**config.mk**
```make
export PLATFORM = sky130hd
export DESIGN_NAME = complex_vector_norm_dual_check_unit_flat
export DESIGN_NICKNAME = d
export VERILOG_FILES = /design/src/sv/cvn_pkg.sv /design/src/sv/cvn_in_if.sv /design/src/sv/cvn_out_if.sv /design/src/sv/cvn_cfg_if.sv /design/src/sv/cvn_front.sv /design/src/sv/cvn_queue.sv /design/src/sv/cvn_back.sv /design/src/sv/complex_vector_norm_dual_check_unit.sv /design/src/flat_wrapper.sv
export SDC_FILE = /design/constraint.sdc
export NUM_CORES = 2
export LEC_CHECK = 0
export BUFFER_PORTS_ARGS = -buffer_cell sky130_fd_sc_hd__buf_2
export CORE_ASPECT_RATIO = 0.8
export CORE_UTILIZATION = 49
export CTS_CLUSTER_DIAMETER = 30
export CTS_CLUSTER_SIZE = 28
export DETAILED_ROUTE_END_ITERATION = 10
export GPL_TIMING_DRIVEN = 0
export HOLD_SLACK_MARGIN = 0.12
export PLACE_DENSITY = 0.64
export SYNTH_ARGS = -nofsm -noshare
export SYNTH_HDL_FRONTEND = slang
export SYNTH_HIERARCHICAL = 1
export SYNTH_SLANG_ARGS = --single-unit
```
**constraint.sdc**
```tcl
create_clock -name clk -period 28 [get_ports clk]
set_clock_uncertainty 0.15 [all_clocks]
set_input_delay 2.8 -clock clk [delete_from_list [all_inputs] [get_ports clk]]
set_output_delay 2.8 -clock clk [all_outputs]
set_load 0.01 [all_outputs]
```
**src/sv/cvn_pkg.sv**
```systemverilog
// ----------------------------------------------------------------------------
// cvn_pkg
// Shared constants and types of the complex vector norm unit with its two
// redundant accumulators.
// ----------------------------------------------------------------------------
package cvn_pkg;

  // Default widths of one element part and of the accumulators.
  localparam int SAMPLE_WIDTH_DEF = 16;
  localparam int SUM_WIDTH_DEF    = 48;

  // Depth of the queue between the accumulating front and the root back end.
  // It must be a power of two.
  localparam int QUEUE_DEPTH_DEF  = 2;

  // Fixed field widths.
  localparam int STRIDE_W = 8;
  localparam int NORM_W   = 24;

  localparam logic [STRIDE_W-1:0] STRIDE_RESET = 8'd1;
  localparam logic [NORM_W-1:0]   NORM_MAX     = {NORM_W{1'b1}};

  // Status that travels with each finished vector sum.
  typedef struct packed {
    logic mismatch;   // the two accumulators disagreed
    logic saturated;  // an accumulator saturated during the vector
    logic zero_norm;  // stride was zero: the norm is forced to zero
  } cvn_flags_t;

endpackage

```
**src/sv/cvn_in_if.sv**
```systemverilog
// ----------------------------------------------------------------------------
// cvn_in_if
// Element channel: one complex element per request, with its last flag.
// ----------------------------------------------------------------------------
interface cvn_in_if #(
  parameter int SAMPLE_WIDTH = cvn_pkg::SAMPLE_WIDTH_DEF
) ();
  logic                           valid;
  logic                           ready;
  logic signed [SAMPLE_WIDTH-1:0] real_part;
  logic signed [SAMPLE_WIDTH-1:0] imag_part;
  logic                           last;

  modport source (output valid, real_part, imag_part, last, input ready);
  modport sink (input valid, real_part, imag_part, last, output ready);
endinterface

```
**src/sv/cvn_out_if.sv**
```systemverilog
// ----------------------------------------------------------------------------
// cvn_out_if
// Result channel: one norm with its status flags per request.
// ----------------------------------------------------------------------------
interface cvn_out_if ();
  logic                        valid;
  logic                        ready;
  logic [cvn_pkg::NORM_W-1:0]  norm;
  logic                        mismatch;
  logic                        saturated;

  modport source (output valid, norm, mismatch, saturated, input ready);
  modport sink (input valid, norm, mismatch, saturated, output ready);
endinterface

```
**src/sv/cvn_cfg_if.sv**
```systemverilog
// ----------------------------------------------------------------------------
// cvn_cfg_if
// Configuration channel: each request writes the stride register.
// ----------------------------------------------------------------------------
interface cvn_cfg_if ();
  logic                          valid;
  logic                          ready;
  logic [cvn_pkg::STRIDE_W-1:0]  stride;

  modport source (output valid, stride, input ready);
  modport sink (input valid, stride, output ready);
endinterface

```
**src/sv/cvn_front.sv**
```systemverilog
// ----------------------------------------------------------------------------
// cvn_front
// Accepts elements, selects them by stride, squares them and accumulates
// them into the primary and shadow sums; hands each finished vector on.
// ----------------------------------------------------------------------------
module cvn_front #(
  parameter int SAMPLE_WIDTH = cvn_pkg::SAMPLE_WIDTH_DEF,
  parameter int SUM_WIDTH    = cvn_pkg::SUM_WIDTH_DEF
) (
  input  logic                 clk,
  input  logic                 rst,
  cvn_cfg_if.sink              cfg,
  cvn_in_if.sink               elem,
  input  logic                 q_full,
  output logic                 push,
  output logic [SUM_WIDTH-1:0] push_sum,
  output cvn_pkg::cvn_flags_t  push_flags
);

  localparam int SQ_W  = 2 * SAMPLE_WIDTH;
  localparam int EXT_W = ((SQ_W > SUM_WIDTH) ? SQ_W : SUM_WIDTH) + 1;
  localparam logic [EXT_W-1:0]     SUM_MAX_EXT = EXT_W'({SUM_WIDTH{1'b1}});
  localparam logic [SUM_WIDTH-1:0] SUM_MAX     = {SUM_WIDTH{1'b1}};

  // Configuration and selection state.
  logic [cvn_pkg::STRIDE_W-1:0] stride;
  logic [cvn_pkg::STRIDE_W-1:0] skip_count;
  logic                         advance;
  logic                         accept;
  logic                         take;
  logic                         stride_zero;

  // Stage one: squared magnitudes.
  logic                    s1_valid;
  logic                    s1_last;
  logic                    s1_take;
  logic                    s1_zero;
  logic [SQ_W-1:0]         sq_re;
  logic [SQ_W-1:0]         sq_im;

  // Stage two: saturated term.
  logic                    s2_valid;
  logic                    s2_last;
  logic                    s2_take;
  logic                    s2_zero;
  logic                    s2_term_sat;
  logic [SUM_WIDTH-1:0]    s2_term;

  // Accumulators.
  logic [SUM_WIDTH-1:0]    primary_sum;
  logic [SUM_WIDTH-1:0]    shadow_sum;
  logic                    saturate_seen;

  logic [SAMPLE_WIDTH-1:0] raw_re;
  logic [SAMPLE_WIDTH-1:0] raw_im;
  logic [SAMPLE_WIDTH-1:0] mag_re;
  logic [SAMPLE_WIDTH-1:0] mag_im;
  logic [EXT_W-1:0]        re_clamp;
  logic [EXT_W-1:0]        term_ext;
  logic                    term_sat;
  logic [SUM_WIDTH-1:0]    term_next;
  logic [SUM_WIDTH:0]      p_ext;
  logic [SUM_WIDTH:0]      s_ext;
  logic                    p_sat;
  logic                    s_sat;
  logic [SUM_WIDTH-1:0]    primary_sum_next;
  logic [SUM_WIDTH-1:0]    shadow_sum_next;
  logic                    sat_now;

  assign cfg.ready = 1'b1;

  // The pipeline holds while a finished vector waits for room in the queue.
  assign advance    = !(s2_valid && s2_last && q_full);
  assign elem.ready = advance;
  assign accept     = elem.valid && advance;

  // An element is taken when the stride is non-zero and no skips remain.
  assign stride_zero = (stride == '0);
  assign take        = !stride_zero && (skip_count == '0);

  // Magnitudes of the two signed parts; the most negative value maps to
  // its positive magnitude, which still fits unsigned.
  assign raw_re = elem.real_part;
  assign raw_im = elem.imag_part;
  assign mag_re = raw_re[SAMPLE_WIDTH-1] ? (~raw_re + SAMPLE_WIDTH'(1)) : raw_re;
  assign mag_im = raw_im[SAMPLE_WIDTH-1] ? (~raw_im + SAMPLE_WIDTH'(1)) : raw_im;

  // Term: the real square is clamped first, then the imaginary square added.
  always_comb begin
    re_clamp  = (EXT_W'(sq_re) > SUM_MAX_EXT) ? SUM_MAX_EXT : EXT_W'(sq_re);
    term_ext  = re_clamp + EXT_W'(sq_im);
    term_sat  = (term_ext > SUM_MAX_EXT);
    term_next = term_sat ? SUM_MAX : term_ext[SUM_WIDTH-1:0];
  end

  // Saturating accumulation into both sums.
  always_comb begin
    p_ext = {1'b0, primary_sum} + {1'b0, s2_term};
    s_ext = {1'b0, shadow_sum} + {1'b0, s2_term};
    p_sat = p_ext[SUM_WIDTH];
    s_sat = s_ext[SUM_WIDTH];
    if (s2_take) begin
      primary_sum_next = p_sat ? SUM_MAX : p_ext[SUM_WIDTH-1:0];
      shadow_sum_next  = s_sat ? SUM_MAX : s_ext[SUM_WIDTH-1:0];
      sat_now          = s2_term_sat || p_sat || s_sat;
    end else begin
      primary_sum_next = primary_sum;
      shadow_sum_next  = shadow_sum;
      sat_now          = 1'b0;
    end
  end

  // A finished vector is handed to the queue with its status.
  assign push                 = advance && s2_valid && s2_last;
  assign push_sum             = primary_sum_next;
  assign push_flags.mismatch  = (primary_sum_next != shadow_sum_next);
  assign push_flags.saturated = saturate_seen || sat_now;
  assign push_flags.zero_norm = s2_zero;

  // Control state.
  always_ff @(posedge clk) begin
    if (rst) begin
      stride        <= cvn_pkg::STRIDE_RESET;
      skip_count    <= '0;
      s1_valid      <= 1'b0;
      s2_valid      <= 1'b0;
      primary_sum   <= '0;
      shadow_sum    <= '0;
      saturate_seen <= 1'b0;
    end else begin
      if (cfg.valid) begin
        stride <= cfg.stride;
      end
      if (accept) begin
        if (elem.last) begin
          skip_count <= '0;
        end else if (take) begin
          skip_count <= stride - 1'b1;
        end else if (!stride_zero) begin
          skip_count <= skip_count - 1'b1;
        end
      end
      if (advance) begin
        s1_valid <= accept;
        s2_valid <= s1_valid;
        if (s2_valid) begin
          if (s2_last) begin
            primary_sum   <= '0;
            shadow_sum    <= '0;
            saturate_seen <= 1'b0;
          end else begin
            primary_sum   <= primary_sum_next;
            shadow_sum    <= shadow_sum_next;
            saturate_seen <= saturate_seen || sat_now;
          end
        end
      end
    end
  end

  // Pipeline payload.
  always_ff @(posedge clk) begin
    if (advance) begin
      s1_last     <= elem.last;
      s1_take     <= take;
      s1_zero     <= stride_zero;
      sq_re       <= SQ_W'(mag_re) * SQ_W'(mag_re);
      sq_im       <= SQ_W'(mag_im) * SQ_W'(mag_im);
      s2_last     <= s1_last;
      s2_take     <= s1_take;
      s2_zero     <= s1_zero;
      s2_term_sat <= term_sat;
      s2_term     <= term_next;
    end
  end

endmodule

```
**src/sv/cvn_queue.sv**
```systemverilog
// ----------------------------------------------------------------------------
// cvn_queue
// Small first-in first-out queue of finished vector sums between the front
// and the back end.
// ----------------------------------------------------------------------------
module cvn_queue #(
  parameter int WIDTH = 8,
  parameter int DEPTH = cvn_pkg::QUEUE_DEPTH_DEF
) (
  input  logic             clk,
  input  logic             rst,
  input  logic             push,
  input  logic [WIDTH-1:0] push_data,
  output logic             full,
  input  logic             pop,
  output logic [WIDTH-1:0] pop_data,
  output logic             not_empty
);

  localparam int PTR_W = (DEPTH > 1) ? $clog2(DEPTH) : 1;
  localparam int CNT_W = $clog2(DEPTH + 1);

  logic [WIDTH-1:0] mem [DEPTH];
  logic [PTR_W-1:0] wr_ptr;
  logic [PTR_W-1:0] rd_ptr;
  logic [CNT_W-1:0] count;

  assign full      = (count == CNT_W'(DEPTH));
  assign not_empty = (count != '0);
  assign pop_data  = mem[rd_ptr];

  // Pointers and fill count.
  always_ff @(posedge clk) begin
    if (rst) begin
      wr_ptr <= '0;
      rd_ptr <= '0;
      count  <= '0;
    end else begin
      if (push) begin
        wr_ptr <= wr_ptr + 1'b1;
      end
      if (pop) begin
        rd_ptr <= rd_ptr + 1'b1;
      end
      if (push && !pop) begin
        count <= count + 1'b1;
      end else if (pop && !push) begin
        count <= count - 1'b1;
      end
    end
  end

  // Entry storage.
  always_ff @(posedge clk) begin
    if (push) begin
      mem[wr_ptr] <= push_data;
    end
  end

endmodule

```
**src/sv/cvn_back.sv**
```systemverilog
// ----------------------------------------------------------------------------
// cvn_back
// Takes one finished sum at a time, works out its integer square root one
// result bit per cycle and presents the norm in an output register.
// ----------------------------------------------------------------------------
module cvn_back #(
  parameter int SUM_WIDTH = cvn_pkg::SUM_WIDTH_DEF
) (
  input  logic                 clk,
  input  logic                 rst,
  input  logic                 q_valid,
  input  logic [SUM_WIDTH-1:0] q_sum,
  input  cvn_pkg::cvn_flags_t  q_flags,
  output logic                 pop,
  cvn_out_if.source            result
);

  localparam int ROOT_W = (SUM_WIDTH + 1) / 2;
  localparam int RAD_W  = 2 * ROOT_W;
  localparam int REM_W  = ROOT_W + 2;
  localparam int CNT_W  = $clog2(ROOT_W);
  localparam int RW_EXT = (ROOT_W > cvn_pkg::NORM_W) ? ROOT_W : cvn_pkg::NORM_W;

  localparam logic [1:0] ST_IDLE = 2'd0;
  localparam logic [1:0] ST_RUN  = 2'd1;
  localparam logic [1:0] ST_FIN  = 2'd2;
  localparam logic [1:0] ST_DONE = 2'd3;

  logic [1:0]                  state;
  logic [CNT_W-1:0]            cnt;
  logic [RAD_W-1:0]            rad;
  logic [REM_W-1:0]            rem;
  logic [ROOT_W-1:0]           root;
  logic                        mismatch;
  logic                        saturated;
  logic [cvn_pkg::NORM_W-1:0]  norm;

  logic [REM_W-1:0]            rem_shift;
  logic [REM_W-1:0]            trial;
  logic                        fits;
  logic [RW_EXT-1:0]           root_ext;

  assign pop              = (state == ST_IDLE) && q_valid;
  assign result.valid     = (state == ST_DONE);
  assign result.norm      = norm;
  assign result.mismatch  = mismatch;
  assign result.saturated = saturated;

  // One restoring step: bring down two radicand bits, try 4*root + 1.
  always_comb begin
    rem_shift = {rem[REM_W-3:0], rad[RAD_W-1 -: 2]};
    trial     = {root, 2'b01};
    fits      = (rem_shift >= trial);
    root_ext  = RW_EXT'(root);
  end

  // Sequencer.
  always_ff @(posedge clk) begin
    if (rst) begin
      state <= ST_IDLE;
    end else begin
      case (state)
        ST_IDLE: begin
          if (q_valid) begin
            if (q_flags.mismatch || q_flags.zero_norm) begin
              state <= ST_FIN;
            end else begin
              state <= ST_RUN;
            end
          end
        end
        ST_RUN: begin
          if (cnt == '0) begin
            state <= ST_FIN;
          end
        end
        ST_FIN: begin
          state <= ST_DONE;
        end
        ST_DONE: begin
          if (result.ready) begin
            state <= ST_IDLE;
          end
        end
        default: begin
          state <= ST_IDLE;
        end
      endcase
    end
  end

  // Root datapath and output register.
  always_ff @(posedge clk) begin
    if (pop) begin
      rad       <= RAD_W'(q_sum);
      rem       <= '0;
      root      <= '0;
      cnt       <= CNT_W'(ROOT_W - 1);
      mismatch  <= q_flags.mismatch;
      saturated <= q_flags.saturated;
    end else if (state == ST_RUN) begin
      rad  <= {rad[RAD_W-3:0], 2'b00};
      rem  <= fits ? (rem_shift - trial) : rem_shift;
      root <= {root[ROOT_W-2:0], fits};
      cnt  <= cnt - 1'b1;
    end
    if (state == ST_FIN) begin
      // Roots that do not fit the norm field stick at its maximum.
      if (root_ext > RW_EXT'(cvn_pkg::NORM_MAX)) begin
        norm <= cvn_pkg::NORM_MAX;
      end else begin
        norm <= root_ext[cvn_pkg::NORM_W-1:0];
      end
    end
  end

endmodule

```
**src/sv/complex_vector_norm_dual_check_unit.sv**
```systemverilog
// ----------------------------------------------------------------------------
// complex_vector_norm_dual_check_unit
// Euclidean norm of a streamed complex vector, accumulated in two redundant
// saturating sums that are compared when the vector ends.
//
//   Channel  Role   Carries
//   cfg      sink   stride register write
//   elem     sink   real_part, imag_part, last
//   result   source norm, mismatch, saturated (one per vector)
//
// The front takes one element per cycle while elem.ready is high and folds
// it into the sums through its squaring and term stages. The back end works
// out the root one bit per cycle and takes no new sum until its result is
// taken on result.ready. Up to QUEUE_DEPTH finished sums wait between the
// two; elem.ready falls only when a finished sum finds the queue full.
// Synchronous reset clears the sums, the queue and the sequencer; stride
// resets to one.
// ----------------------------------------------------------------------------
module complex_vector_norm_dual_check_unit #(
  parameter int SAMPLE_WIDTH = cvn_pkg::SAMPLE_WIDTH_DEF,
  parameter int SUM_WIDTH    = cvn_pkg::SUM_WIDTH_DEF,
  parameter int QUEUE_DEPTH  = cvn_pkg::QUEUE_DEPTH_DEF
) (
  input  logic       clk,
  input  logic       rst,
  cvn_cfg_if.sink    cfg,
  cvn_in_if.sink     elem,
  cvn_out_if.source  result
);

  localparam int FLAGS_W = $bits(cvn_pkg::cvn_flags_t);
  localparam int ENTRY_W = SUM_WIDTH + FLAGS_W;

  logic                 push;
  logic [SUM_WIDTH-1:0] push_sum;
  cvn_pkg::cvn_flags_t  push_flags;
  logic                 q_full;
  logic                 q_valid;
  logic                 pop;
  logic [ENTRY_W-1:0]   q_data;
  logic [SUM_WIDTH-1:0] q_sum;
  cvn_pkg::cvn_flags_t  q_flags;

  // Accumulating front.
  cvn_front #(
    .SAMPLE_WIDTH (SAMPLE_WIDTH),
    .SUM_WIDTH    (SUM_WIDTH)
  ) u_front (
    .clk        (clk),
    .rst        (rst),
    .cfg        (cfg),
    .elem       (elem),
    .q_full     (q_full),
    .push       (push),
    .push_sum   (push_sum),
    .push_flags (push_flags)
  );

  // Queue of finished sums.
  cvn_queue #(
    .WIDTH (ENTRY_W),
    .DEPTH (QUEUE_DEPTH)
  ) u_queue (
    .clk       (clk),
    .rst       (rst),
    .push      (push),
    .push_data ({push_sum, push_flags}),
    .full      (q_full),
    .pop       (pop),
    .pop_data  (q_data),
    .not_empty (q_valid)
  );

  assign q_sum   = q_data[ENTRY_W-1:FLAGS_W];
  assign q_flags = q_data[FLAGS_W-1:0];

  // Root back end.
  cvn_back #(
    .SUM_WIDTH (SUM_WIDTH)
  ) u_back (
    .clk     (clk),
    .rst     (rst),
    .q_valid (q_valid),
    .q_sum   (q_sum),
    .q_flags (q_flags),
    .pop     (pop),
    .result  (result)
  );

endmodule

```
**src/flat_wrapper.sv**
```systemverilog
// flat-port wrapper written by rule: the top's interface ports become plain ports
module complex_vector_norm_dual_check_unit_flat 
#(
  parameter int SAMPLE_WIDTH = cvn_pkg::SAMPLE_WIDTH_DEF,
  parameter int SUM_WIDTH    = cvn_pkg::SUM_WIDTH_DEF,
  parameter int QUEUE_DEPTH  = cvn_pkg::QUEUE_DEPTH_DEF
)
  (clk, rst, cfg_valid, cfg_stride, cfg_ready, elem_valid, elem_real_part, elem_imag_part, elem_last, elem_ready, result_valid, result_norm, result_mismatch, result_saturated, result_ready);
  cvn_cfg_if cfg_i ();
  cvn_in_if #(.SAMPLE_WIDTH(SAMPLE_WIDTH)) elem_i ();
  cvn_out_if result_i ();
  input  logic clk;
  input  logic rst;
  input wire logic [$bits(cfg_i.valid)-1:0] cfg_valid;
  input wire logic [$bits(cfg_i.stride)-1:0] cfg_stride;
  output wire logic [$bits(cfg_i.ready)-1:0] cfg_ready;
  input wire logic [$bits(elem_i.valid)-1:0] elem_valid;
  input wire logic [$bits(elem_i.real_part)-1:0] elem_real_part;
  input wire logic [$bits(elem_i.imag_part)-1:0] elem_imag_part;
  input wire logic [$bits(elem_i.last)-1:0] elem_last;
  output wire logic [$bits(elem_i.ready)-1:0] elem_ready;
  output wire logic [$bits(result_i.valid)-1:0] result_valid;
  output wire logic [$bits(result_i.norm)-1:0] result_norm;
  output wire logic [$bits(result_i.mismatch)-1:0] result_mismatch;
  output wire logic [$bits(result_i.saturated)-1:0] result_saturated;
  input wire logic [$bits(result_i.ready)-1:0] result_ready;
  assign cfg_i.valid = cfg_valid;
  assign cfg_i.stride = cfg_stride;
  assign cfg_ready = cfg_i.ready;
  assign elem_i.valid = elem_valid;
  assign elem_i.real_part = elem_real_part;
  assign elem_i.imag_part = elem_imag_part;
  assign elem_i.last = elem_last;
  assign elem_ready = elem_i.ready;
  assign result_valid = result_i.valid;
  assign result_norm = result_i.norm;
  assign result_mismatch = result_i.mismatch;
  assign result_saturated = result_i.saturated;
  assign result_i.ready = result_ready;
  complex_vector_norm_dual_check_unit #(.SAMPLE_WIDTH(SAMPLE_WIDTH), .SUM_WIDTH(SUM_WIDTH), .QUEUE_DEPTH(QUEUE_DEPTH)) u_core (.clk(clk), .rst(rst), .cfg(cfg_i), .elem(elem_i), .result(result_i));
endmodule
```
# After elaboration in Yosys (flattened, before gate mapping)
# Memories as Yosys holds them, arrays and structs flattened. A register that Yosys moved wholly into a read port is not among the register bits.
# Index checks and enable logic that the tools add are counted.
# word_totals
reg_bits	367
ramBits	102
inputBits	46
output_inout_bits	29
elab_cells	113
mem_count	1
# op_classes
add_sub_neg	13
n_mul	2
n_lt_le_gt_ge	3
eq_ne	9
n_mux	27
bitwise_logic	3
n_reduce_logical	27
# memory_table
name	depth	word_bits	rd	rd_clocked_by_memory_dff	wr	line	source
u_core.u_queue.mem	2	51	1	1	1	cvn_queue.sv:23	logic [WIDTH-1:0] mem [DEPTH];
# op_table
op	n
two-way mux 48 bit	8
adder 48 x 48 -> 49 bit	2
multiplier 16 x 16 -> 32 bit	2
greater-than comparator 33 x 48 -> 1 bit (second input constant)	1
!= test 48 bit	1
adder 32 x 32 -> 33 bit	1
adder 16 x 1 -> 16 bit (second input constant)	2
two-way mux 16 bit	2
inverter 16 bit	2
greater-or-equal comparator 26 bit	1
greater-than comparator 24 bit (second input constant)	1
two-way mux 24 bit	1
two-way mux 8 bit	3
subtractor 24 bit	1
logical NOT 8 bit	2
subtractor 8 x 1 -> 8 bit (second input constant)	2
two-way mux 2 bit	6
logical AND 1 bit	9
case mux 2 bit (4 select lines)	1
equality test 2 bit (second input constant)	3
two-way mux 1 bit	6
nonzero test 2 bit	3
logical NOT 5 bit	1
subtractor 5 x 1 -> 5 bit (second input constant)	1
other kinds (13)	22

# Logic depth before layout (Yosys ltp)
# logic_depth
ltp_word	9
ltp_mapped	35
mapped_depth_nobuf	34

# Cells and area by module
# Netlist, hierarchy kept.
# by_module_without_submodules
mod	n_inst	cells_each	area_each_um2	seq_area_each_um2
cvn_front	1	3303	28630.0	5335.1
cvn_back	1	698	6501.2	3323.2
cvn_queue	1	181	3877.5	3163.0

# Least setup slack after synthesis
# No wires, ideal clock.
# synth_path
kind	input -> register
from	in elem_real_part[0]
to	reg u_core.u_front.sq_re[30] (data pin)
setup_ns	0.262
arrival_time_ns	10.529
required_time_ns	27.588
path_slack_ns	17.058
path_stages	32
path_buffers	1
path_cell_list	inv_1 clkbuf_1 ha_1 inv_1 or4_1 o31ai_1 xor2_1 clkinv_1 nand2_1 fa_1 fa_1 inv_1 fa_1 inv_1 fa_1 fa_1 fa_1 inv_1 ha_1 and3_1 a21oi_1 o311ai_0 o31a_1 a41oi_1 a21oi_1 a41oi_1 a21oi_1 a21oi_1 nor2b_1 o21ai_0 a21oi_1 xor2_1
# synth_via
elab_chain_cells	4
# synth_lines
item	line	source
start: declaration	flat_wrapper.sv:18	input wire logic [$bits(elem_i.real_part)-1:0] elem_real_part;
inverter 16 bit	cvn_front.sv:85	assign mag_re = raw_re[SAMPLE_WIDTH-1] ? (~raw_re + SAMPLE_WIDTH'(1)) : raw_re;
adder 16 x 1 -> 16 bit	cvn_front.sv:85	
two-way mux 16 bit (*)	cvn_front.sv:85	
multiplier 16 x 16 -> 32 bit (*)	cvn_front.sv:167	sq_re <= SQ_W'(mag_re) * SQ_W'(mag_re);
end signal: assignment	cvn_front.sv:167	
end: declaration	cvn_front.sv:38	logic [SQ_W-1:0] sq_re;
# Mark *: on every way between the ends. The rest lies on a longest branch, timed or not.
# A chain may end at the register's enable or synchronous reset.

# Worst setup path after layout
# Ends and elaborated chain as after synthesis.

==> impl_summary.log <==
INFO  metric result_of_the_run = complete, no violations
INFO  metric multiInputGateArea = 24600 µm²
INFO  metric asyncSetResetFlopFracSynth = 0
INFO  metric postRouteAntennaNets = 0
INFO  metric worstPathRequired = 28.23 ns
INFO  metric gp_congestion = 0.967
INFO  metric synth-edff-count = approximately 280
INFO  metric drt_wl_total = 101000 µm
INFO  metric synth.largest_area_cell = sky130_fd_sc_hd__edfxtp_1
INFO  metric tritoncts = built
INFO  metric finalNetCount = 5073
INFO  metric crit_path_end_kind = register
INFO  metric max-cap-violations = 0
INFO  metric timing.hold.worst_path_depth = 0
INFO  metric timing.setup.critical_path_class = in2reg
INFO  metric finalHoldViolations = 0
INFO  metric dp.final_hpwl = 78900 µm
INFO  metric post-cts-setup-buffers = 0
INFO  metric min_period_over_period = 0.440
INFO  metric core.rowCount = a little over 90
INFO  metric holdPathEnd = u_core/u_front/s2_zero
INFO  metric seqCellArea = roughly 12000 µm²
INFO  metric dieArea = 80700 µm²
INFO  metric detailedRoute.firstIterationViolations = ~2500
INFO  metric cts_num_sinks = 452
INFO  metric drc_errors = 0
INFO  metric setup-violations-final = 0
INFO  metric synth.top_cells.by_area = sky130_fd_sc_hd__edfxtp_1 21%, sky130_fd_sc_hd__fa_1 17%, sky130_fd_sc_hd__ha_1 11%, sky130_fd_sc_hd__dfxtp_1 9.0%, sky130_fd_sc_hd__inv_1 5.1%
INFO  metric first_global_vias = about 29000
INFO  metric clk_transition_reported_paths = 0.05 ns
INFO  metric synthDominantCellAreaShare = 0.213
INFO  metric grt_remaining_overflow = 0
INFO  metric max_slew_margin = 0.177
INFO  metric via_per_inst = about 5.5
INFO  metric cts-hold-fix-buffers = 0
INFO  metric worst-r2r-setup-slack = 22.17 ns
INFO  metric clockRootBuffer = sky130_fd_sc_hd__clkbuf_16
INFO  metric area_growth_syn_to_layout = 12.7%
INFO  metric dp_slack = 15.05 ns
INFO  metric final_layout_size_suffix_gt1_frac = 0.0812
INFO  metric sequential_element_share_of_the_synthesized_area = 0.303
INFO  metric clock_insertion_delay_at_the_later_pin_of_the_skew_report = 0.64 ns
INFO  metric yosysWarnings = 6
INFO  metric setup_total_negative_slack = 0 ns
INFO  metric arrival = ~13 ns
INFO  metric critPathMaxStageDelay = 0.65 ns
INFO  metric timing_worst_slew_pin_value = around 1.2 ns
INFO  metric grt_use_total = 0.252
INFO  metric cts_h_tree_depth = 3
INFO  metric num_io_pins = 75
INFO  metric final.fill_count = 7089
INFO  metric drt-wirelength-per-cell = around 18 µm
INFO  metric timing.final.crit_period = 12.32 ns
INFO  metric antenna_violations_before_repair = 1
INFO  metric critPathSlowestCell = sky130_fd_sc_hd__xor2_1
INFO  metric synth-seq-cells = 452
INFO  metric grt_first_pass_wirelength = 161000 µm
INFO  metric clockBufferDepth = 3
INFO  metric netlist_top_cells_count = 529 x sky130_fd_sc_hd__inv_1, 462 x sky130_fd_sc_hd__nand2_1, 442 x sky130_fd_sc_hd__nor2_1
INFO  metric final.setup.worst_slack = 15.68 ns
INFO  metric synthDistinctLibCells = between 100 and 150
INFO  metric dr.pass1.iters = 6
INFO  metric worst_r2r_endpoint = u_core/u_queue/mem[0][2]
INFO  metric worst_setup_path_start_kind = input pin
INFO  metric hp-class = reg2reg
INFO  metric diodes = 0
INFO  metric number_of_buffers_inserted_during_clock_tree_synthesis = 89
INFO  metric synthesis.area = 39000 µm²
INFO  metric syn_avg_cell_area = 9.33 µm²
INFO  metric initial_utilization = 0.495
INFO  metric die-height = 254 µm
INFO  metric post_synth_inst_count = 4182
INFO  metric die_width = about 320 µm
INFO  metric reg2reg_depth = 16
INFO  metric numPortBuffers = 71
INFO  metric rsz0062_at_grt = false
INFO  metric grt_max_degree = 58
INFO  metric hold_path_startpoint = u_core/u_front/s1_zero
INFO  metric synth_most_common_cell = sky130_fd_sc_hd__inv_1
INFO  metric postCtsResizedCells = 0
INFO  metric timing.critical_path.fanout_max = 10
INFO  metric final-max-slew-violation-count = 0
INFO  metric routed-via-count = approximately 30000
INFO  metric predominant_post_synthesis_flop_cell = sky130_fd_sc_hd__edfxtp_1
INFO  metric core = 78700 µm²
INFO  metric max_clock_freq = 0.0812 GHz
INFO  metric cp_common_cell = sky130_fd_sc_hd__fa_1
INFO  metric beginning_of_the_worst_register_to_register_path = u_core/u_front/s2_term[1]
[worst max-delay path, delay by kind of cell]
family / cells / cell delay (ns)
AO/OA/AOI/OAI: 11 / 2.60
XOR/XNOR: 2 / 0.81
buffers and inverters: 8 / 1.61
adder cells (fa/ha/maj): 8 / 3.57
AND/OR/NAND/NOR: 4 / 1.14
[flip-flops by register name, indices dropped and copies added, names as in the netlist, 2 cells and up, named ones only]
register / count
u_core/u_front/shadow_sum: 48
u_core/u_front/primary_sum: 48
u_core/u_back/result.norm: 24
u_core/u_queue/mem: 102
u_core/u_queue/count: 2
u_core/u_front/skip_count: 8
u_core/u_back/root: 24
u_core/u_back/state: 2
u_core/u_back/rad: 48
u_core/u_front/sq_im: 31
u_core/u_front/sq_re: 31
u_core/u_front/s2_term: 33
u_core/u_back/cnt: 5
u_core/u_back/rem: 24
u_core/u_front/stride: 8
[placed cells by master, fill, tap and decap left out, types with 55 or more instances in the layout]
cell and instances:
sky130_fd_sc_hd__clkbuf_1 140, sky130_fd_sc_hd__mux2_2 58, sky130_fd_sc_hd__ha_1 329, sky130_fd_sc_hd__nand3_1 73, sky130_fd_sc_hd__edfxtp_1 277, sky130_fd_sc_hd__fa_1 328
sky130_fd_sc_hd__xnor2_1 152, sky130_fd_sc_hd__dfxtp_1 175, sky130_fd_sc_hd__nand2_1 462, sky130_fd_sc_hd__buf_2 88, sky130_fd_sc_hd__xor2_1 97, sky130_fd_sc_hd__clkbuf_16 90
sky130_fd_sc_hd__o21ai_0 132, sky130_fd_sc_hd__inv_1 529, sky130_fd_sc_hd__a22oi_1 62, sky130_fd_sc_hd__nor3_1 71, sky130_fd_sc_hd__nor2_1 442, sky130_fd_sc_hd__a21o_1 64
sky130_fd_sc_hd__a21oi_1 208, sky130_fd_sc_hd__mux2i_1 55
[worst max-delay path by stage]
stage,to,slack [ns],start
after floorplan,u_core/u_front/sq_re[30],17.06,elem_real_part[0]
after global placement,u_core/u_front/sq_re[30],15.13,elem_real_part[0]
after detailed placement,u_core/u_front/sq_re[30],15.05,elem_real_part[0]
after CTS,u_core/u_front/sq_re[30],15.72,elem_real_part[0]
after global routing,u_core/u_front/sq_re[30],15.10,elem_real_part[0]
final,u_core/u_front/sq_re[30],15.68,elem_real_part[0]
[cell type report]
type / count / share of cell area
Inverter: 544 / 0.0465
Clock inverter: 56 / 0.0157
Multi-Input combinational cell: 3043 / 0.559
Tap cell: 1034 / 0.0294
Buffer: 164 / 0.0149
Timing Repair Buffer: 76 / 0.0107
Sequential cell: 452 / 0.269
Clock buffer: 110 / 0.0543
[per-layer routing]
metal	track usage	vias to the layer above	wire [µm]
li1	-	14500	-
met1	0.367	14500	47400
met2	0.390	971	43700
met3	0.0416	160	7500
met4	0.0674	2	2360
met5	0	-	13
[metrics by stage]
| step | cell area, µm² | hold WS (ns) | instances | util |
|---|---|---|---|---|
| finish | 44000 | 0.266 | 5479 | 0.558 |
| global route | 44000 | 0.272 | 5479 | 0.558 |
| CTS | 44000 | 0.264 | 5479 | 0.558 |
| detailed placement | 40900 | 0.255 | 5313 | 0.519 |
| global placement | 40700 | 0.255 | 5308 | 0.517 |
| floorplan | 39100 | 0.250 | 4203 | - |
[cells by family (layout without fill, tap and decap cells)]
kind of cell,after synthesis,in the layout,synth area share
XOR/XNOR,249,249,0.0559
buffers and inverters,708,950,0.0692
adder cells (fa/ha/maj),657,657,0.274
AO/OA/AOI/OAI,729,729,0.123
AND/OR/NAND/NOR,1270,1270,0.144
other,2,23,0.000193
multiplexers,115,115,0.0316
flip-flops,452,452,0.303
Power is left out: the tool's default activity adds up to more than one toggle a clock period on the data nets, which glitch-free logic cannot reach.
